===== src/design/hidp_pkg.sv =====
`timescale 1ns / 1ps
// shared types, codes and helpers for the hid report descriptor parser
// no dependencies

package hidp_pkg;

	localparam int USAGE_DEPTH_DEF  = 64;
	localparam int GSTACK_DEPTH_DEF = 8;
	localparam int MAX_RECORDS_DEF  = 64;

	// one offset slot per report id and report kind
	localparam int KEY_COUNT = 768;
	localparam int KEY_W     = 10;

	// byte parser phases
	localparam logic [1:0] PH_PREFIX    = 2'd0;
	localparam logic [1:0] PH_PAYLOAD   = 2'd1;
	localparam logic [1:0] PH_LONG_SIZE = 2'd2;
	localparam logic [1:0] PH_LONG_SKIP = 2'd3;

	// item types
	localparam logic [1:0] TYPE_MAIN   = 2'd0;
	localparam logic [1:0] TYPE_GLOBAL = 2'd1;
	localparam logic [1:0] TYPE_LOCAL  = 2'd2;

	localparam logic [3:0] TAG_LONG = 4'hF;

	// global tags
	localparam logic [3:0] G_PAGE     = 4'h0;
	localparam logic [3:0] G_LOG_MIN  = 4'h1;
	localparam logic [3:0] G_LOG_MAX  = 4'h2;
	localparam logic [3:0] G_PHY_MIN  = 4'h3;
	localparam logic [3:0] G_PHY_MAX  = 4'h4;
	localparam logic [3:0] G_EXPONENT = 4'h5;
	localparam logic [3:0] G_UNIT     = 4'h6;
	localparam logic [3:0] G_SIZE     = 4'h7;
	localparam logic [3:0] G_ID       = 4'h8;
	localparam logic [3:0] G_COUNT    = 4'h9;
	localparam logic [3:0] G_PUSH     = 4'hA;
	localparam logic [3:0] G_POP      = 4'hB;

	// local tags
	localparam logic [3:0] L_USAGE = 4'h0;
	localparam logic [3:0] L_MIN   = 4'h1;
	localparam logic [3:0] L_MAX   = 4'h2;

	// main tags
	localparam logic [3:0] M_INPUT   = 4'h8;
	localparam logic [3:0] M_OUTPUT  = 4'h9;
	localparam logic [3:0] M_FEATURE = 4'hB;

	localparam logic [1:0] KIND_INPUT   = 2'd0;
	localparam logic [1:0] KIND_OUTPUT  = 2'd1;
	localparam logic [1:0] KIND_FEATURE = 2'd2;
	localparam logic [1:0] KIND_NONE    = 2'd3;

	typedef struct packed {
		logic [31:0] log_min;
		logic [31:0] log_max;
		logic [31:0] phy_min;
		logic [31:0] phy_max;
		logic [7:0]  exponent;
		logic [31:0] unit;
		logic [15:0] page;
		logic [7:0]  rsize;
		logic [15:0] rcount;
		logic [7:0]  rid;
	} gstate_t;

	typedef struct packed {
		logic        valid;
		logic [15:0] offset;
	} offs_ent_t;

	function automatic logic [2:0] payload_len(input logic [7:0] p);
		payload_len = (p[1:0] == 2'd3) ? 3'd4 : {1'b0, p[1:0]};
	endfunction

	function automatic logic [31:0] sign_ext(input logic [31:0] v, input logic [2:0] len);
		case (len)
			3'd0: sign_ext = 32'd0;
			3'd1: sign_ext = {{24{v[7]}}, v[7:0]};
			3'd2: sign_ext = {{16{v[15]}}, v[15:0]};
			default: sign_ext = v;
		endcase
	endfunction

endpackage


===== src/design/hidp_gstack.sv =====
`timescale 1ns / 1ps
// push and pop stack memory for the global item state
// depends on hidp_pkg

module hidp_gstack #(
	parameter int DEPTH = hidp_pkg::GSTACK_DEPTH_DEF,
	parameter int AW    = (DEPTH > 1) ? $clog2(DEPTH) : 1
) (
	input  logic              clk,
	input  logic              wr_en,
	input  logic [AW-1:0]     wr_addr,
	input  hidp_pkg::gstate_t wr_data,
	input  logic              rd_en,
	input  logic [AW-1:0]     rd_addr,
	output hidp_pkg::gstate_t rd_data
);

	hidp_pkg::gstate_t mem [DEPTH];

	always_ff @(posedge clk) begin
		if (wr_en) begin
			mem[wr_addr] <= wr_data;
		end
		if (rd_en) begin
			rd_data <= mem[rd_addr];
		end
	end

endmodule


===== config.mk =====
export PLATFORM = sky130hd
export DESIGN_NAME = hidp_gstack
export DESIGN_NICKNAME = d
export VERILOG_FILES = /design/src/design/hidp_pkg.sv /design/src/design/hidp_gstack.sv
export SDC_FILE = /design/constraint.sdc
export NUM_CORES = 1
export LEC_CHECK = 0
export ABC_AREA = 0
export ABC_CLOCK_PERIOD_IN_PS = 39800
export BUFFER_PORTS_ARGS = -buffer_cell sky130_fd_sc_hd__buf_2
export CORE_ASPECT_RATIO = 1.2
export CORE_MARGIN = 5
export CORE_UTILIZATION = 40
export DETAILED_ROUTE_END_ITERATION = 16
export GPL_ROUTABILITY_DRIVEN = 0
export HOLD_SLACK_MARGIN = 0.02
export PLACE_DENSITY = 0.59
export SETUP_SLACK_MARGIN = 0.5
export SLEW_MARGIN = 20
export SYNTH_ARGS = -nofsm -noshare
export SYNTH_HDL_FRONTEND = slang
export SYNTH_SLANG_ARGS = --single-unit
export TNS_END_PERCENT = 50

===== constraint.sdc =====
create_clock -name clk -period 39.8 [get_ports clk]
set_input_delay 3.98 -clock clk [delete_from_list [all_inputs] [get_ports clk]]
set_output_delay 3.98 -clock clk [all_outputs]
set_load 0.01 [all_outputs]

==> results of run 1 <==
-- power by group --
| part | switching, mW | total [mW] | internal, mW |
|---|---|---|---|
| registers | 0.0186 | 2.36 | 2.34 |
| clock network | 0.751 | 1.73 | 0.976 |
| logic | 0.124 | 0.221 | 0.0973 |
-- layout make-up --
class / instances / share of cell area [%]
clock inverters: 109 / 1.14
well taps: 2308 / 3.51
flip-flops and latches: 1944 / 70.9
repair buffers: 500 / 3.34
diodes: 28 / 0.0851
clock buffers: 236 / 6.11
multi-input cells: 661 / 14.9
-- kinds of logic (layout without fill, tap and decap cells) --
logic type    Yosys count  in the layout  synth area share, %
flops                1944           1944                 81.8
mux                   648            648                 17.0
buf+inv               120            845                 1.12
simple gates           13             13               0.0824
other cells             0             28                    0
-- worst max-delay path, cell delays in order --
cell    delay, ns
buf_8        0.57
buf_4        0.87
buf_4        0.84
buf_4        0.80
buf_4        0.74
mux4_2       0.59
mux2_2       0.27
-- cell usage after synthesis --
cell type / number / share of area, %
clkbuf_1: 32 / 0.17
buf_1: 20 / 0.11
mux4_2: 432 / 14
buf_6: 42 / 0.66
nor3_1: 2 / 0.014
nand2_1: 2 / 0.011
nand2b_1: 3 / 0.026
buf_2: 26 / 0.18
nor2_1: 6 / 0.032
edfxtp_1: 1944 / 82
mux2_2: 216 / 3.4
-- worst paths after layout --
kind                             startpoint      endpoint  cells after the start
worst max-delay path             rd_addr[0]   rd_data[73]                      7
worst min-delay path            mem[4][190]  rd_data[190]                      2
worst min register to register  mem[4][190]  rd_data[190]                      2
worst max register to register    mem[7][4]    rd_data[4]                      2
-- routing by layer --
metal / vias up / track usage [%] / wire length, um
met5: - / 0 / 253
met4: 38 / 4.10 / 2790
met3: 225 / 5.04 / 12700
met2: 821 / 26.0 / 73400
met1: 16500 / 21.5 / 62700
li1: 13000 / - / -
-- stage by stage --
step	utilization, %	worst slack, ns	area (um^2)
finish	46.5	31.48	82300
global route	46.4	30.84	82300
CTS	46.4	31.29	82300
detailed placement	43.0	30.40	76300
global placement	43.0	30.44	76300
floorplan	-	19.92	71400
-- state kept, by name, summed over array words and instances (netlist names) --
signal / cells
mem: 1728
rd_data: 216
==> reports/summary.txt, run 1 <==
outcome = completed
Post-DRT Antenna Nets = 0
PwrDens = 52.3 mW/mm^2
Startpoint Class = input pin
max-cap check violation count = 0
Worst setup EP type = register
Critical Path AT = 8.86 ns
port bufs = 440
most frequent cells in the layout = edfxtp_1, buf_2, mux4_2, mux2_2, clkbuf_16
DP HPWL = 81100 um
Pre-Repair DR Iteration Count = 6
Finished Layout Cells = 5786
layout cells sized above 1 = 40.9%
clock-pin slew on the worst setup and hold paths = 0.06 ns
drt total wl = 152000 um
Max Clk Rate = 120 MHz
Hold Path Class = reg -> reg
Setup Buffers After CTS = 0
CTS H-tree lvls = 4
CP Max Fanout = 65
post-cts sizing count = 0
Max Slew Vio Count = 0
mean routed wirelength per cell = 26.2 um
Die Wd = 396 um
CTS tree = done
period utilisation layout = 20.9%
RSZ-0062 raised after global routing = no
Multi-input gate area = 0.0123 mm^2
hold buffer count at CTS = 0
post-synthesis cell count = 2725
Nets = 3525
# placed instances = 5413
Hold Slack = 0.744 ns
Unique masters post-synth = 11
#FFs+latches synth = 1944
Clock Tree Buf Depth = 3
CTS Sinks = 1944
DRT iter0 DRCs = 2183
via/cell ratio = 5.28
DR vias = 30500
Leak = 26.4 nW
Core Area = 0.177 mm^2
skew final = 0.0218 ns
fillers = 14600
setup TNS = 0 ns
All-Layer GR Usage = 16.1%
CTS Buf Count = 193
global-route wire length before repair = 222000 um
WS Path Type = in -> reg
std cell rows = 169
R2R setup slack = 38.40 ns
required time of the critical path = 40.34 ns
worst relative slew slack = 27.7%
endpoints failing setup = 0
Cell Area, Synth = 0.0714 mm^2
Tot Pwr = 4.31 mW
peak supply drop = 0.0000409 V
sequential area share after synthesis = 81.8%
commonest non-fill, non-tap cell in the layout = edfxtp_1
actual slew at the worst max-slew pin = 1.08 ns
Die Area = 0.187 mm^2
YS warnings = 0
CTS root buf = clkbuf_16
number of global-route vias before repair = 32700
initial antenna violation count = 47
synthesis-to-finish area growth = 15.3%
die height = 473 um
Hold Vio Cnt, Final = 0
clk_lat worst skew = 0.81 ns
I/O Pins = 441
post-route minimum period = 8.32 ns
initial core utilization = 40.3%
Net Count, Synth = 2950
total gr overflow = 0
Residual DRC = 0
largest net degree at the start of global routing = 95
syn avg cell area = 26.2 um^2
register area = 0.0584 mm^2
No activity file was read; power rests on OpenSTA's default activity.
==> run 2: changes to the inputs <==
Settings changed: ABC_CLOCK_PERIOD_IN_PS 39800 to 8000.
Clock period 39.8 ns to 8 ns, I/O delays scaled along.
==> run 2 against run 1 <==
  * Die area unchanged
  * Register-to-register slack worse by 32 ns
  * Via count down 0.40%
  * Routed wire length down 1.6%
  * Critical path depth down 2
  * Combinational power rose to 5.0 times the previous value
  * Non-clock buffer count down 20
  * Sequential share of layout area down 0.24 points
  * Utilization up 0.16 points
  * Global-route usage down 0.17 points
  * Worst setup slack worse by 26 ns
  * Total power rose to 5.0 times the previous value
==> reports/summary.txt, run 2 (synthesis results as in run 1) <==
outcome = completed
Die Wd = 396 um (unchanged)
most frequent cells in the layout = edfxtp_1, buf_2, mux4_2, mux2_2, clkbuf_16
clock share of power = 40.6% (+0.5 points)
Max Clk Rate = 369 MHz
CTS tree = done
register area = 0.0584 mm^2 (unchanged)
CTS Sinks = 1944 (unchanged)
Sw Share = 20.6% (-0.096 points)
hold depth = 1 (-1)
worst relative slew slack = 32.4% (+4.7 points)
required time of the critical path = 8.46 ns (-31.88 ns)
max-cap check violation count = 0 (unchanged)
layout cells sized above 1 = 41.1% (+0.15 points)
post-route minimum period = 2.71 ns
Clock Tree Buf Depth = 3 (unchanged)
period utilisation layout = 33.9%
Max Slew Vio Count = 0 (unchanged)
DRT iter0 DRCs = 1757 (-20%)
Leak = 26.5 nW (+0.27%)
port bufs = 440 (unchanged)
hold buffer count at CTS = 0 (unchanged)
CTS Buf Count = 189 (-2.1%)
mean routed wirelength per cell = 25.9 um (-1.4%)
via/cell ratio = 5.27 (-0.19%)
fillers = 14500 (-0.082%)
# placed instances = 5393 (-0.37%)
Nets = 3501 (-0.68%)
Startpoint Class = input pin
Worst setup EP type = register
register with the most flip-flops = mem
R2R setup slack = 6.60 ns (-31.80 ns)
std cell rows = 169 (unchanged)
Hold Vio Cnt, Final = 0 (unchanged)
Finished Layout Cells = 5774 (-0.21%)
total gr overflow = 0 (unchanged)
Post-DRT Antenna Nets = 0 (unchanged)
PwrDens = 262 mW/mm^2 (+400%)
initial core utilization = 40.3% (unchanged)
WS Path Type = in -> reg
Critical R2R Launch = mem[3][4]
Setup Buffers After CTS = 0 (unchanged)
drt total wl = 149000 um (-1.6%)
Switching Power = 4.46 mW (+400%)
clock-pin slew on the worst setup and hold paths = 0.06 ns (about the same)
Reg2Reg Capture Point = rd_data[4]
DP HPWL = 75200 um (-7.3%)
Core Util, Final = 46.6% (+0.16 points)
R2R depth = 2 (unchanged)
I/O Pins = 441 (unchanged)
Hold Path Class = in -> reg
Top Registers = mem x1728, rd_data x216
actual slew at the worst max-slew pin = 1.01 ns (-0.0708 ns)
largest net degree at the start of global routing = 139 (+46%)
post-cts sizing count = 0 (unchanged)
RSZ-0062 raised after global routing = no
Die Area = 0.187 mm^2 (unchanged)
Hold Startpoint = wr_data[44]
global-route wire length before repair = 221000 um (-0.64%)
endpoints failing setup = 0 (unchanged)
commonest non-fill, non-tap cell in the layout = edfxtp_1
All-Layer GR Usage = 15.9% (-0.17 points)
Residual DRC = 0 (unchanged)
Core Area = 0.177 mm^2 (unchanged)
Logic pwr share = 5.1% (about the same)
Pre-Repair DR Iteration Count = 5 (-1)
DR vias = 30400 (-0.40%)
Multi-input gate area = 0.0123 mm^2 (+0.10%)
synthesis-to-finish area growth = 15.7%
number of global-route vias before repair = 32400 (-0.94%)
peak supply drop = 0.000188 V (+360%)
Flop pwr share = 54.3% (-0.5 points)
skew final = 0.0387 ns (+0.0170 ns)
CP Max Fanout = 86 (+32%)
Critical Path AT = 3.17 ns (-5.69 ns)
Internal Power = 17.1 mW (+400%)
hold path endpoint = mem[3][44]
max FFs per register = 1728 (unchanged)
CTS root buf = clkbuf_16
initial antenna violation count = 53 (+13%)
CTS H-tree lvls = 4 (unchanged)
clk_lat worst skew = 0.82 ns (about the same)
die height = 473 um (unchanged)
[run 2: changes by cell type in the layout (fill, tap and decap cells not counted), moves of 3 or more]
cell / delta
clkbuf_1: -15
bufinv_16: +7
clkinv_2: +15
buf_12: +20
clkbuf_16: -3
clkinvlp_4: +4
buf_4: -39
inv_6: -4
[run 2: per-stage QoR]
stage	setup slack, ns	cell area (um^2)	TNS (ns)	hold WS (ns)	power (mW)
finish	5.29	82600	0	0.249	21.6
global route	5.14	82500	0	0.198	22.4
CTS	5.28	82500	0	0.157	21.9
detailed placement	4.38	76400	0	0.744	13.1
global placement	4.39	76400	0	0.736	13.1
floorplan	-2.76	71400	-3372.79	0.732	12.6
[run 2: worst max-delay path, stage by stage]
cell	delay (ns)
buf_2	0.10
nand2b_1	0.31
nor2_4	0.84
buf_12	0.41
buf_4	0.47
[run 2: final cells by class]
cell class                      instances  area share [%]
Antenna cell                           29          0.0878
Clock buffer                          218            5.93
Clock inverter                        134            1.50
Multi-Input combinational cell        661            14.9
Sequential cell                      1944            70.7
Tap cell                             2308            3.50
Timing Repair Buffer                  480            3.44
[run 2: power by group through the flow]
stage | combinational, mW | clock [mW] | sequential [mW]
floorplan | 0.600 | 0 | 12.0
global placement | 1.12 | 0 | 11.9
detailed placement | 1.13 | 0 | 12.0
CTS | 1.14 | 9.04 | 11.7
global route | 1.20 | 9.48 | 11.8
finish | 1.10 | 8.78 | 11.7
[run 2: worst max-delay path by stage]
stage | cells past startpoint | to | startpoint
detailed placement | 5 | mem[2][147] | wr_addr[2]
finish | 5 | mem[2][122] | wr_addr[2]
global route | 4 | rd_data[103] | rd_addr[0]
CTS | 5 | mem[2][122] | wr_addr[2]
global placement | 5 | mem[2][106] | wr_addr[2]
floorplan | 2 | mem[1][0] | wr_addr[2]
[run 2: layer usage]
layer | routed length [um] | vias to the layer above | GRT usage [%]
li1 | - | 12900 | -
met1 | 62200 | 16400 | 21.1
met2 | 71800 | 817 | 25.6
met3 | 12100 | 244 | 5.42
met4 | 2850 | 48 | 4.16
met5 | 302 | - | 0
